### src/rtl/sspc_pkg.sv
`timescale 1ns / 1ps
// ----------------------------------------------------------------------------
// sspc_pkg
// Shared types, constants and the multiply program of the swept sphere
// pair collision test.
// ----------------------------------------------------------------------------
package sspc_pkg;

  localparam int FRAC_BITS  = 16;
  localparam int MARGIN_RAW = (1 << FRAC_BITS) / 100;
  localparam logic [15:0] MARGIN_RST = (MARGIN_RAW > 65535) ? 16'hFFFF : 16'(MARGIN_RAW);

  localparam int POSW  = 32;   // position width
  localparam int RADW  = 24;   // radius width
  localparam int MARW  = 16;   // margin width
  localparam int VW    = 34;   // d, b0, v vectors
  localparam int RSW   = 26;   // widened radius sum
  localparam int OPW   = 72;   // signed multiplier operand
  localparam int ACCW  = 2 * OPW + 2;
  localparam int CNTW  = $clog2(OPW + 1);

  localparam int FIFO_DEPTH = 2;
  localparam int FIFO_AW    = $clog2(FIFO_DEPTH);

  localparam int NUM_OPS = 23;
  localparam int STEPW   = $clog2(NUM_OPS);

  typedef enum logic [1:0] {
    PATH_BOX    = 2'd0,
    PATH_SWEPT  = 2'd1,
    PATH_STATIC = 2'd2
  } path_e;

  typedef enum logic [3:0] {
    OPD_D0, OPD_D1, OPD_D2,
    OPD_V0, OPD_V1, OPD_V2,
    OPD_B0, OPD_B1, OPD_B2,
    OPD_RS, OPD_CC, OPD_R2, OPD_LV
  } opnd_e;

  typedef enum logic [2:0] {
    ACC_DD = 3'd0,
    ACC_LV = 3'd1,
    ACC_DT = 3'd2,
    ACC_BB = 3'd3,
    ACC_R2 = 3'd4,
    ACC_CC = 3'd5,
    ACC_CR = 3'd6,
    ACC_RL = 3'd7
  } acc_e;

  typedef enum logic [1:0] {
    MODE_ADD,
    MODE_SUB,
    MODE_LOAD
  } mode_e;

  typedef struct packed {
    opnd_e a;
    opnd_e b;
    acc_e  dst;
    mode_e mode;
  } mop_t;

  typedef struct packed {
    logic                  apart;
    logic signed [VW-1:0]  d0;
    logic signed [VW-1:0]  d1;
    logic signed [VW-1:0]  d2;
    logic signed [VW-1:0]  v0;
    logic signed [VW-1:0]  v1;
    logic signed [VW-1:0]  v2;
    logic signed [VW-1:0]  b0;
    logic signed [VW-1:0]  b1;
    logic signed [VW-1:0]  b2;
    logic        [RSW-1:0] rs;
  } job_t;

  function automatic mop_t mk(opnd_e a, opnd_e b, acc_e dst, mode_e mode);
    mop_t m;
    m.a    = a;
    m.b    = b;
    m.dst  = dst;
    m.mode = mode;
    return m;
  endfunction

  // Multiply program: dot products, radius square, cross length, r2 * lv.
  function automatic mop_t mop_of(logic [STEPW-1:0] step);
    mop_t m;
    unique case (step)
      5'd0:    m = mk(OPD_D0, OPD_D0, ACC_DD, MODE_ADD);
      5'd1:    m = mk(OPD_D1, OPD_D1, ACC_DD, MODE_ADD);
      5'd2:    m = mk(OPD_D2, OPD_D2, ACC_DD, MODE_ADD);
      5'd3:    m = mk(OPD_V0, OPD_V0, ACC_LV, MODE_ADD);
      5'd4:    m = mk(OPD_V1, OPD_V1, ACC_LV, MODE_ADD);
      5'd5:    m = mk(OPD_V2, OPD_V2, ACC_LV, MODE_ADD);
      5'd6:    m = mk(OPD_B0, OPD_V0, ACC_DT, MODE_ADD);
      5'd7:    m = mk(OPD_B1, OPD_V1, ACC_DT, MODE_ADD);
      5'd8:    m = mk(OPD_B2, OPD_V2, ACC_DT, MODE_ADD);
      5'd9:    m = mk(OPD_B0, OPD_B0, ACC_BB, MODE_ADD);
      5'd10:   m = mk(OPD_B1, OPD_B1, ACC_BB, MODE_ADD);
      5'd11:   m = mk(OPD_B2, OPD_B2, ACC_BB, MODE_ADD);
      5'd12:   m = mk(OPD_RS, OPD_RS, ACC_R2, MODE_LOAD);
      5'd13:   m = mk(OPD_B1, OPD_V2, ACC_CC, MODE_LOAD);
      5'd14:   m = mk(OPD_B2, OPD_V1, ACC_CC, MODE_SUB);
      5'd15:   m = mk(OPD_CC, OPD_CC, ACC_CR, MODE_ADD);
      5'd16:   m = mk(OPD_B2, OPD_V0, ACC_CC, MODE_LOAD);
      5'd17:   m = mk(OPD_B0, OPD_V2, ACC_CC, MODE_SUB);
      5'd18:   m = mk(OPD_CC, OPD_CC, ACC_CR, MODE_ADD);
      5'd19:   m = mk(OPD_B0, OPD_V1, ACC_CC, MODE_LOAD);
      5'd20:   m = mk(OPD_B1, OPD_V0, ACC_CC, MODE_SUB);
      5'd21:   m = mk(OPD_CC, OPD_CC, ACC_CR, MODE_ADD);
      5'd22:   m = mk(OPD_R2, OPD_LV, ACC_RL, MODE_LOAD);
      default: m = mk(OPD_D0, OPD_D0, ACC_DD, MODE_ADD);
    endcase
    return m;
  endfunction

endpackage

### src/rtl/sspc_fifo.sv
`timescale 1ns / 1ps
// ----------------------------------------------------------------------------
// sspc_fifo
// Short job queue between the front end and the arithmetic back end.
// ----------------------------------------------------------------------------
module sspc_fifo (
  input  logic           clk_i,
  input  logic           rst_ni,
  input  logic           push_i,
  input  sspc_pkg::job_t push_job_i,
  output logic           full_o,
  input  logic           pop_i,
  output logic           empty_o,
  output sspc_pkg::job_t pop_job_o
);
  import sspc_pkg::*;

  job_t               mem_q [FIFO_DEPTH];
  logic [FIFO_AW-1:0] wr_q, rd_q;
  logic [FIFO_AW:0]   cnt_q;

  assign full_o    = (cnt_q == (FIFO_AW+1)'(FIFO_DEPTH));
  assign empty_o   = (cnt_q == '0);
  assign pop_job_o = mem_q[rd_q];

  always_ff @(posedge clk_i or negedge rst_ni) begin
    if (!rst_ni) begin
      wr_q  <= '0;
      rd_q  <= '0;
      cnt_q <= '0;
    end else begin
      if (push_i) begin
        wr_q <= (wr_q == FIFO_AW'(FIFO_DEPTH - 1)) ? '0 : wr_q + 1'b1;
      end
      if (pop_i) begin
        rd_q <= (rd_q == FIFO_AW'(FIFO_DEPTH - 1)) ? '0 : rd_q + 1'b1;
      end
      if (push_i && !pop_i) begin
        cnt_q <= cnt_q + 1'b1;
      end else if (pop_i && !push_i) begin
        cnt_q <= cnt_q - 1'b1;
      end
    end
  end

  always_ff @(posedge clk_i) begin
    if (push_i) begin
      mem_q[wr_q] <= push_job_i;
    end
  end

endmodule

### config.mk
export PLATFORM = sky130hd
export DESIGN_NAME = sspc_fifo
export DESIGN_NICKNAME = d
export VERILOG_FILES = /design/src/rtl/sspc_pkg.sv /design/src/rtl/sspc_fifo.sv
export SDC_FILE = /design/constraint.sdc
export NUM_CORES = 1
export LEC_CHECK = 0
export BUFFER_PORTS_ARGS = -buffer_cell sky130_fd_sc_hd__buf_2
export CORE_MARGIN = 5
export CORE_UTILIZATION = 30
export DETAILED_ROUTE_END_ITERATION = 8
export PLACE_DENSITY_LB_ADDON = 0.3
export SLEW_MARGIN = 20
export SYNTH_ARGS = -nofsm -noshare
export SYNTH_HDL_FRONTEND = slang
export SYNTH_SLANG_ARGS = --single-unit
### constraint.sdc
create_clock -name clk_i -period 17.7 [get_ports clk_i]
set_clock_uncertainty 0.1 [all_clocks]
set_input_delay 0 -clock clk_i [delete_from_list [all_inputs] [get_ports clk_i]]
set_output_delay 0 -clock clk_i [all_outputs]
set_load 0.1 [all_outputs]
# Word-level counts from Yosys, hierarchy flattened
# Memory sizes are Yosys's and may differ from the RTL's.
# Index checks and enable logic that the tools add are counted.
# totals
regBits	4
ramBits	666
inputBits	337
out_inout_bits	335
elab_cells	21
memories	1
# mem_list
name	words	width	rd	rd_ports_with_merged_regs	wr	line_no	rtl
mem_q	2	333	1	0	1	sspc_fifo.sv:18	job_t mem_q [FIFO_DEPTH];
# classes
addsub	4
n_eq_ne	1
n_mux	6
reduce_logical	6
# ops
op	n
$mux 1	4
$mux 2	2
$add 1x1->1 const B	2
$add 2x1->2 const B	1
$eq 2x2->1 const B	1
$logic_and 1x1->1	2
$logic_not 1->1	2
$logic_not 2->1	1
$reduce_bool 2->1	1
$sub 2x1->2 const B	1

# Longest topological paths before layout
# Gate-level depths: netlist of run 1.
# logic_depth
word_depth	4
depth_mapped	5
mapped_depth_nobuf	5

# Worst setup path before layout of run 1
# Ideal clock, no wire load.
# synth_timing
path_kind	register -> register
from	reg wr_q
to	mem mem_q[0][0] (netlist bit) (enable)
setup_ns	1.074
arrival_ns	15.062
required_ns	16.526
setup_slack_ns	1.463
stages_incl_launch_ff	2
n_path_buf	0
period_less_slack_ns	16.237
path_cell_list	dfrtp_1 -> nor2b_1
# synth_lines
item	line_no	rtl
start, declared	sspc_fifo.sv:19	logic [FIFO_AW-1:0] wr_q, rd_q;
start signal, assigned	sspc_fifo.sv:33	wr_q <= (wr_q == FIFO_AW'(FIFO_DEPTH - 1)) ? '0 : wr_q + 1'b1;
end, declared	sspc_fifo.sv:18	
# No word-level cell before the write port.

==> impl_metrics.csv, run 1 <==
group,metric,value,unit
yosys,synth.yosys.warnings,0,
yosys,post_synth_instance_area,25300,µm²
yosys,synthesized_instance_count,1052,
floorplanning,core_box_area,83600,µm²
timing,final.setup.worst_slack,12.62,ns
drt,drc,0,
timing,worst_slew_margin_rel,26.2,%
flow_run,drv_cap,0,
floorplanning,chipHeight,300,µm
critical_path,critical_path.most_common_cell,"buf_4",
placement,port-buffer-count,671,
critical_path,setup.worst_path.class,"reg -> out",
outcome,run_status,"finished, final reports clean",
drt,antenna_left,0,
timing,max_slew.worst_pin.slew,1.11,ns
timing,final.setup.tns,0,ns
cells_and_area,final_core_utilization,44.1,%
floorplanning,floorplan.initialDensity,30.3,%
critical_path,critical_path.endpoint_type,"output port",
min_path,min_delay_worst_endpoint,"mem_q[0][33]$_DFFE_PP_",
cells_and_area,fraction_of_layout_cells_with_a_size_suffix_above_1,49.4,%
critical_path,critPathTopFamily,"buffers and inverters",
grt,first_global_vias,15900,
grt,antenna_found_initial,10,
clock_network,clock_tree.root_cell,"clkbuf_16",
critical_path,critPathSlowestCell,"dfrtp_4",
critical_path,worst_r2r_endpoint,"mem_q[1][126]$_DFFE_PP_",
timing,timing.final.crit_period,5.08,ns
clock_network,cts-htree-levels,3,
clock_network,cts_made_buffers,76,
drt,vias,14400,
grt,overall_global_routing_usage,13.5,%
min_path,hold_path.startpoint,"push_job_i[33]",
min_path,holdCritPathClass,"in -> reg",
timing,post-route-period-util,28.7,%
timing,finalHoldViolations,0,
placement,weighted_congestion_at_the_end_of_routability_driven_global_placement,0.792,
clock_network,post-cts-setup-buffer-count,0,
timing,rsz0062_at_grt,"no",
cells_and_area,final_nets,2568,
critical_path,critical_path_buf_inv_count,4,
critical_path,wp_data_required,17.60,ns
placement,hpwlAfterDp,42900,µm
yosys,synthesis.nets,1390,
critical_path,worst_path_largest_cell_delay,0.94,ns
placement,dp_slack,13.17,ns
floorplanning,dieArea,90200,µm²
clock_network,max-clock-path-buffers,3,
drt,post_drt_wl_per_cell,19.1,µm
floorplanning,width_of_the_chip,300,µm
critical_path,start_kind,"flop",
drt,firstDrtPassIters,6,
yosys,synth.ff_latch_count,670,
critical_path,regToRegSetupSlack,13.96,ns
cells_and_area,finalNonFillerCells,3374,
grt,grt_max_degree,149,
clock_network,clkTransAtPathRegs,0.06,ns
yosys,synth.yosys.seq_area_share,79.5,%
cells_and_area,flow.area_growth_from_synthesis,45.6,%
grt,gr-total-overflow,0,
clock_network,cts_tree,"yes",
clock_network,clock_latency,0.59,ns
grt,wire_length_of_the_first_global_routing_pass,94200,µm
critical_path,critPathMaxFanout,57,
drt,totalWireLength,64400,µm
cells_and_area,total_of_fill_cells_in_the_finished_design,7283,
timing,fmax,197,MHz
placement,place_inst,2778,
clock_network,numClockSinks,670,
floorplanning,std_cell_rows,106,
yosys,synth_cell_types,13,
timing,setup_viol_count_final,0,
yosys,synth.avg_cell_area,24.0,µm²
critical_path,timing.reg2reg.worst_path_depth,3,
drt,vias_per_cell,4.25,
critical_path,crit-reg2reg-launch,"wr_q$_DFFE_PN0P_",
critical_path,timing.critical_path.arrival,4.98,ns
critical_path,worstPathCellList,"buf_4, buf_4, buf_4, mux2_4, buf_2",
floorplanning,floorplan.io_pins,672,
timing,final_max_slew_viol_count,0,
min_path,min_path_cells,2,
drt,starting_drt_drc_count,750,
clock_network,cts_resized,0,
==> logic make-up after synthesis <==
logic type               share of synthesized area (%)
flip-flops                                        79.5
adder cells (fa/ha/maj)                         0.0495
multiplexers                                      18.7
XOR/XNOR                                         0.173
AND/OR/NAND/NOR                                  0.104
buffers and inverters                             1.49
==> metrics by stage <==
step,cell area [µm²],hold slack [ns]
2_1_floorplan,25300,-0.396
3_3_place_gp,29700,-0.283
3_5_place_dp,29700,-0.280
4_1_cts,36800,0.000505
5_1_grt,36800,0.00422
6_report,36800,0.0350
==> layer usage <==
layer	wire length (µm)	part of all wire [%]	track usage, %
met1	22900	36	14.2
met2	34400	53	25.1
met3	4550	7.1	3.88
met4	2540	3.9	5.72
met5	27	0.042	0
==> worst max path at each step <==
| stage | start | to | slack (ns) | cells after the start |
|---|---|---|---|---|
| final | rd_q$_DFFE_PN0P_ | pop_job_o[282] | 12.62 | 5 |
| after global routing | rd_q$_DFFE_PN0P_ | pop_job_o[317] | 12.33 | 5 |
| after detailed placement | rd_q$_DFFE_PN0P_ | pop_job_o[290] | 13.17 | 5 |
| after global placement | rd_q$_DFFE_PN0P_ | pop_job_o[313] | 13.28 | 5 |
| after CTS | rd_q$_DFFE_PN0P_ | pop_job_o[290] | 12.50 | 5 |
| after floorplan | wr_q$_DFFE_PN0P_ | mem_q[0][0]$_DFFE_PP_ | 1.46 | 1 |
==> placed cells by master, fill, tap and decap left out, types with 3 or more instances in the layout <==
| cell | synthesis | routed |
|---|---|---|
| clkinv_8 | 0 | 3 |
| inv_6 | 0 | 3 |
| clkinv_1 | 0 | 17 |
| bufinv_16 | 0 | 8 |
| clkinvlp_4 | 0 | 7 |
| edfxtp_1 | 666 | 666 |
| buf_2 | 7 | 671 |
| mux2_2 | 73 | 73 |
| clkinv_2 | 0 | 12 |
| dfrtp_1 | 4 | 3 |
| mux2_4 | 260 | 260 |
| dlygate4sd3_1 | 0 | 454 |
| buf_4 | 0 | 10 |
| clkbuf_16 | 0 | 78 |
| clkbuf_1 | 0 | 10 |
| xor2_1 | 4 | 4 |
==> what timing repair did <==
action,4_1_cts,5_1_grt
hold endpoints to repair,674,0
hold buffers,454,0
endpoints found under the setup margin,0,0
==> cell type report <==
class                           count  area [µm²]  area share (%)
Clock inverter                     53         520            1.41
Inverter                            1        3.75          0.0102
Tap cell                         1080        1350            3.67
Clock buffer                       88        1990            5.41
Multi-Input combinational cell    344        4820            13.1
Timing Repair Buffer             1137        8020            21.8
Antenna cell                        1        2.50         0.00680
Sequential cell                   670       20100            54.6
==> synth_stat cells <==
cell type	n	area, µm²
edfxtp_1	666	20000
mux2_4	260	3900
mux2_2	73	822
buf_6	30	338
buf_2	7	35.0
dfrtp_1	4	100
xor2_1	4	35.0
nor2_1	2	7.51
nor2b_1	2	12.5
and2_1	1	6.26
ha_1	1	12.5
inv_1	1	3.75
xnor2_1	1	8.76
==> registers in the layout, indices dropped and copies added, names as in the netlist <==
name,count
wr_q,1
cnt_q,2
mem_q,666
rd_q,1
Power of run 1 is not shown: default switching activity piles up to over one toggle a cycle in this logic, so the estimate is an artifact.
==> run 2, diff against run 1 <==
Settings changed: ABC_AREA from default to 1.
Clock period 17.7 ns to 4.8 ns, I/O delays scaled along.
==> run 2 against run 1 <==
Critical path depth decreased by 2. First-iteration DRC count is 9.3% lower. Flip-flop and latch count did not move. Critical endpoint is now pop_job_o[318].
==> impl_metrics.csv, run 2 <==
group,metric,value,unit
outcome,run_status,"finished, final reports clean",
timing,finalHoldViolations,0,
cells_and_area,top_regs,"mem_q (666), cnt_q (2)",
placement,dp_slack,2.30,ns
yosys,synth_common_cells,"edfxtp_1 (666), mux2_4 (260), mux2_2 (73)",
critical_path,setup.worst_path.class,"reg -> out",
critical_path,wp_data_required,4.70,ns
cells_and_area,final_nets,2600,
drt,drc,0,
cells_and_area,mostFrequentLayoutCell,"buf_2",
timing,timing.final.crit_period,3.10,ns
yosys,synth.yosys.warnings,0,
placement,weighted_congestion_at_the_end_of_routability_driven_global_placement,0.788,
yosys,postSynth.asyncResetShare,0.597,%
cells_and_area,largest_register,"mem_q",
timing,setup_viol_count_final,0,
cells_and_area,fraction_of_layout_cells_with_a_size_suffix_above_1,49.5,%
yosys,synthDominantCellAreaShare,79.0,%
drt,antenna_left,0,
timing,fmax,323,MHz
critical_path,timing.critical_path.arrival,3.00,ns
grt,grt_max_degree,114,
drt,firstDrtPassIters,7,
cells_and_area,area.sequential,20100,µm²
grt,wire_length_of_the_first_global_routing_pass,95600,µm
grt,gr-total-overflow,0,
yosys,synthTopCellsByArea,"edfxtp_1 (79%), mux2_4 (15%), mux2_2 (3.2%)",
cells_and_area,total_of_fill_cells_in_the_finished_design,7299,
yosys,post_synth_instance_area,25300,µm²
timing,final.setup.worst_slack,1.70,ns
yosys,most_instantiated_library_cell_after_synthesis,"edfxtp_1",
clock_network,cts_tree,"yes",
floorplanning,chipHeight,300,µm
drt,starting_drt_drc_count,680,
timing,worst_slew_margin_rel,29.7,%
placement,port-buffer-count,671,
cells_and_area,largest_register_ffs,666,
floorplanning,floorplan.initialDensity,30.2,%
critical_path,start_kind,"flop",
grt,antenna_found_initial,2,
clock_network,cts_hold_buffers,455,
min_path,holdCritPathClass,"in -> reg",
floorplanning,std_cell_rows,106,
grt,first_global_vias,16200,
drt,totalWireLength,65900,µm
timing,final_max_slew_viol_count,0,
floorplanning,width_of_the_chip,300,µm
yosys,synth.ff_latch_count,670,
yosys,synth.avg_cell_area,23.8,µm²
cells_and_area,flow.area_growth_from_synthesis,46.4,%
clock_network,cts-htree-levels,3,
drt,vias,14500,
grt,overall_global_routing_usage,13.8,%
placement,hpwlAfterDp,45100,µm
floorplanning,floorplan.io_pins,672,
clock_network,clock_tree.root_cell,"clkbuf_16",
critical_path,critPathMaxFanout,66,
cells_and_area,multiInputGateArea,4820,µm²
yosys,synth_area_leader_cell,"edfxtp_1",
clock_network,numClockSinks,670,
min_path,hold_path.startpoint,"push_job_i[97]",
cells_and_area,layout_common_cells,"buf_2 (671), edfxtp_1 (666), dlygate4sd3_1 (456), mux2_4 (260), clkbuf_16 (77)",
yosys,synth_ff_type,"edfxtp_1",
timing,post-route-period-util,64.6,%
clock_network,cts_resized,0,
yosys,synth.yosys.seq_area_share,79.4,%
critical_path,crit-reg2reg-launch,"wr_q$_DFFE_PN0P_",
clock_network,post-cts-setup-buffer-count,0,
drt,post_drt_wl_per_cell,19.1,µm
yosys,synthesized_instance_count,1061,
critical_path,critical_path.endpoint_type,"output port",
timing,max_slew.worst_pin.slew,1.05,ns
clock_network,max-clock-path-buffers,3,
yosys,synth_enable_flop_cells,666,
clock_network,clkTransAtPathRegs,0.06,ns
clock_network,cts_made_buffers,75,
yosys,synthesis.nets,1399,
floorplanning,core_box_area,83700,µm²
yosys,synth_cell_types,14,
timing,rsz0062_at_grt,"no",
critical_path,timing.critical_path.from,"rd_q$_DFFE_PN0P_",
clock_network,clock_latency,0.59,ns
drt,vias_per_cell,4.21,
flow_run,drv_cap,0,
floorplanning,dieArea,90300,µm²
run 2: worst paths after layout:
check / end / slack, ns / cells past startpoint
setup / recovery: pop_job_o[318] / 1.70 / 3
hold / removal: mem_q[1][97]$_DFFE_PP_ / 0.03 / 2
setup reg to reg: mem_q[1][160]$_DFFE_PP_ / 2.47 / 4
hold reg to reg: cnt_q[1]$_DFFE_PN0P_ / 0.44 / 2
max in group asynchronous: rd_q$_DFFE_PN0P_ / 4.17 / 3
min in group asynchronous: cnt_q[1]$_DFFE_PN0P_ / 0.24 / 3
run 2: per-layer routing:
metal	GRT usage (%)	wire length [µm]	vias up
met4	6.43	2880	0
met2	26.3	35900	483
met3	3.95	4500	157
met1	13.8	22600	7236
met5	0	0	-
li1	-	-	6654
run 2: metrics by stage:
step	setup TNS, ns	cells	hold slack [ns]	instance area (µm²)	util (%)
after floorplan	-757.14	1061	-0.396	25300	-
after global placement	0	2863	-0.287	30100	36.0
after detailed placement	0	2863	-0.289	30100	36.0
after CTS	0	3451	0.0000761	37000	44.3
after global routing	0	3454	0.0000878	37000	44.3
final	0	3455	0.0331	37100	44.3
run 2: cells by family after synthesis:
| family | count (synthesis) | share of synthesized area, % |
|---|---|---|
| flip-flops | 670 | 79.4 |
| adder cells (fa/ha/maj) | 1 | 0.0494 |
| XOR/XNOR | 3 | 0.104 |
| multiplexers | 333 | 18.7 |
| AND/OR/NAND/NOR | 10 | 0.163 |
| buffers and inverters | 44 | 1.58 |
run 2: layout make-up:
type	instances	area share (%)
Multi-Input combinational cell	347	13.0
Clock inverter	39	1.03
Sequential cell	670	54.3
Inverter	7	0.0810
Clock buffer	94	5.37
Antenna cell	3	0.0203
Timing Repair Buffer	1161	22.4
Tap cell	1134	3.83
run 2: critical path, cell delays in order (launching register included):
cell and delay (ns):
dfrtp_4 1.11, buf_12 0.49, mux2_2 0.40, buf_2 0.29
Power of run 2 is left out for the same reason.
==> run 3, diff against run 2 <==
Clock period 4.8 ns to 2.53 ns, I/O delays scaled along.
==> run 3 against run 2 <==
Via count up 2.7%. Wire length is 3.2% higher. Count of clock-buffer cells in the layout unchanged. Worst setup slack worse by 1.6 ns. Sequential share of layout area shrank 4.5 points. Die area unchanged. First-iteration DRC count fell by 10%. Cell count grew 2.2%. Flip-flop and latch count did not move.
==> impl_metrics.csv, run 3 (synthesis results as in run 2) <==
group,metric,value,unit
clock_network,clock_tree.root_cell,"clkbuf_16",
floorplanning,core_box_area,83700,µm²
grt,wire_length_of_the_first_global_routing_pass,101000,µm
drt,vias,14900,
grt,gr-total-overflow,0,
cells_and_area,fraction_of_layout_cells_with_a_size_suffix_above_1,48.6,%
min_path,min_path_cells,2,
critical_path,start_kind,"flop",
floorplanning,dieArea,90300,µm²
floorplanning,chipHeight,300,µm
clock_network,cts-htree-levels,3,
drt,met3_routed_wirelength,4000,µm
critical_path,setup.worst_path.class,"reg -> out",
flow_run,drv_cap,0,
timing,final_max_slew_viol_count,0,
placement,hpwlAfterDp,46700,µm
timing,max_slew.worst_pin.slew,0.565,ns
cells_and_area,largest_register_ffs,666,
floorplanning,std_cell_rows,106,
placement,port-buffer-count,671,
timing,timing.final.crit_period,2.43,ns
drt,detailroute.wirelength.met2,36800,µm
drt,firstDrtPassIters,4,
grt,first_global_vias,16800,
drt,wl_met1,24700,µm
min_path,holdCritPathClass,"in -> reg",
clock_network,numClockSinks,670,
critical_path,timing.critical_path.arrival,2.33,ns
critical_path,critical_path.endpoint_type,"output port",
drt,antenna_left,0,
drt,drc,0,
drt,vias_per_cell,4.23,
grt,antenna_found_initial,4,
outcome,run_status,"finished, final reports clean",
drt,totalWireLength,68000,µm
timing,hold-worst-slack,0.0345,ns
cells_and_area,layout.cell_area.non_filler,40400,µm²
critical_path,timing.reg2reg.worst_path_depth,3,
clock_network,cts_tree,"yes",
timing,fmax,412,MHz
critical_path,regToRegSetupSlack,0.76,ns
drt,route.top_layer_used,"met4",
critical_path,wp_data_required,2.43,ns
timing,rsz0062_at_grt,"no",
clock_network,max-clock-path-buffers,3,
clock_network,clkTransAtPathRegs,0.06,ns
timing,post-route-period-util,95.9,%
clock_network,clock_latency,0.60,ns
placement,placedInstanceArea,32900,µm²
grt,grt_max_degree,73,
critical_path,critPathMaxFanout,21,
cells_and_area,final_nets,2678,
cells_and_area,layout_common_cells,"edfxtp_1 (666), dlygate4sd3_1 (512), buf_2 (501), mux2_4 (260), buf_12 (189)",
cells_and_area,largest_register,"mem_q",
clock_network,cts_resized,0,
floorplanning,floorplan.initialDensity,30.2,%
floorplanning,width_of_the_chip,300,µm
floorplanning,floorplan.io_pins,672,
timing,worst_slew_margin_rel,62.6,%
timing,final.setup.tns,0,ns
cells_and_area,flow.area_growth_from_synthesis,59.8,%
timing,finalHoldViolations,0,
drt,post_drt_wl_per_cell,19.3,µm
drt,starting_drt_drc_count,610,
placement,weighted_congestion_at_the_end_of_routability_driven_global_placement,0.810,
cells_and_area,top_regs,"mem_q (666), cnt_q (2)",
timing,setup_viol_count_final,0,
clock_network,cts_made_buffers,73,
cells_and_area,mostFrequentLayoutCell,"edfxtp_1",
grt,overall_global_routing_usage,14.5,%
## run 3: cell count changes in the layout (fill, tap and decap cells not counted), sizes merged
cell and change:
buf +24, clkinv -3, dlygate4sd3 +56, bufinv +2, clkinvlp -2
## run 3: timing repair
action                     in CTS  in global routing
hold endpoints to repair      762                  2
cloned                          0                  0
setup endpoints to repair     119                 15
setup buffers                   1                  1
hold buffers                  511                  1
## run 3: final cells by class
type / instances / area [µm²]
Tap cell: 1134 / 1420
Inverter: 7 / 30.0
Antenna cell: 3 / 7.51
Multi-Input combinational cell: 347 / 4820
Timing Repair Buffer: 1241 / 11700
Clock inverter: 36 / 437
Fill cell: 6853 / 43300
Sequential cell: 670 / 20100
Clock buffer: 94 / 1910
## run 3: routing by layer
metal,vias to the layer above,global-route usage (%)
met4,0,5.88
met1,7520,15.9
met5,-,0
met3,129,3.32
met2,479,27.1
li1,6801,-
## run 3: per-stage QoR
step	setup WS, ns	util [%]	std cells
2_1_floorplan	-3.45	-	1061
3_3_place_gp	0.642	39.4	2885
3_5_place_dp	0.601	39.4	2885
4_1_cts	0.0125	48.3	3527
5_1_grt	0.00495	48.3	3532
6_report	0.103	48.3	3532
## run 3: path summary, 6_finish.rpt
path | from | end
max | rd_q$_DFFE_PN0P_ | pop_job_o[199]
min | push_job_i[277] | mem_q[0][277]$_DFFE_PP_
max reg2reg | wr_q$_DFFE_PN0P_ | mem_q[0][302]$_DFFE_PP_
min reg2reg | cnt_q[1]$_DFFE_PN0P_ | cnt_q[1]$_DFFE_PN0P_
max in group asynchronous | rst_ni | rd_q$_DFFE_PN0P_
min in group asynchronous | rst_ni | rd_q$_DFFE_PN0P_
## run 3: worst max-delay path, stage by stage (launching register included)
cell and delay (ns):
dfrtp_4 0.59, buf_12 0.20, buf_12 0.17, buf_12 0.21, mux2_4 0.35, buf_12 0.17
Power of run 3 is left out for the same reason.
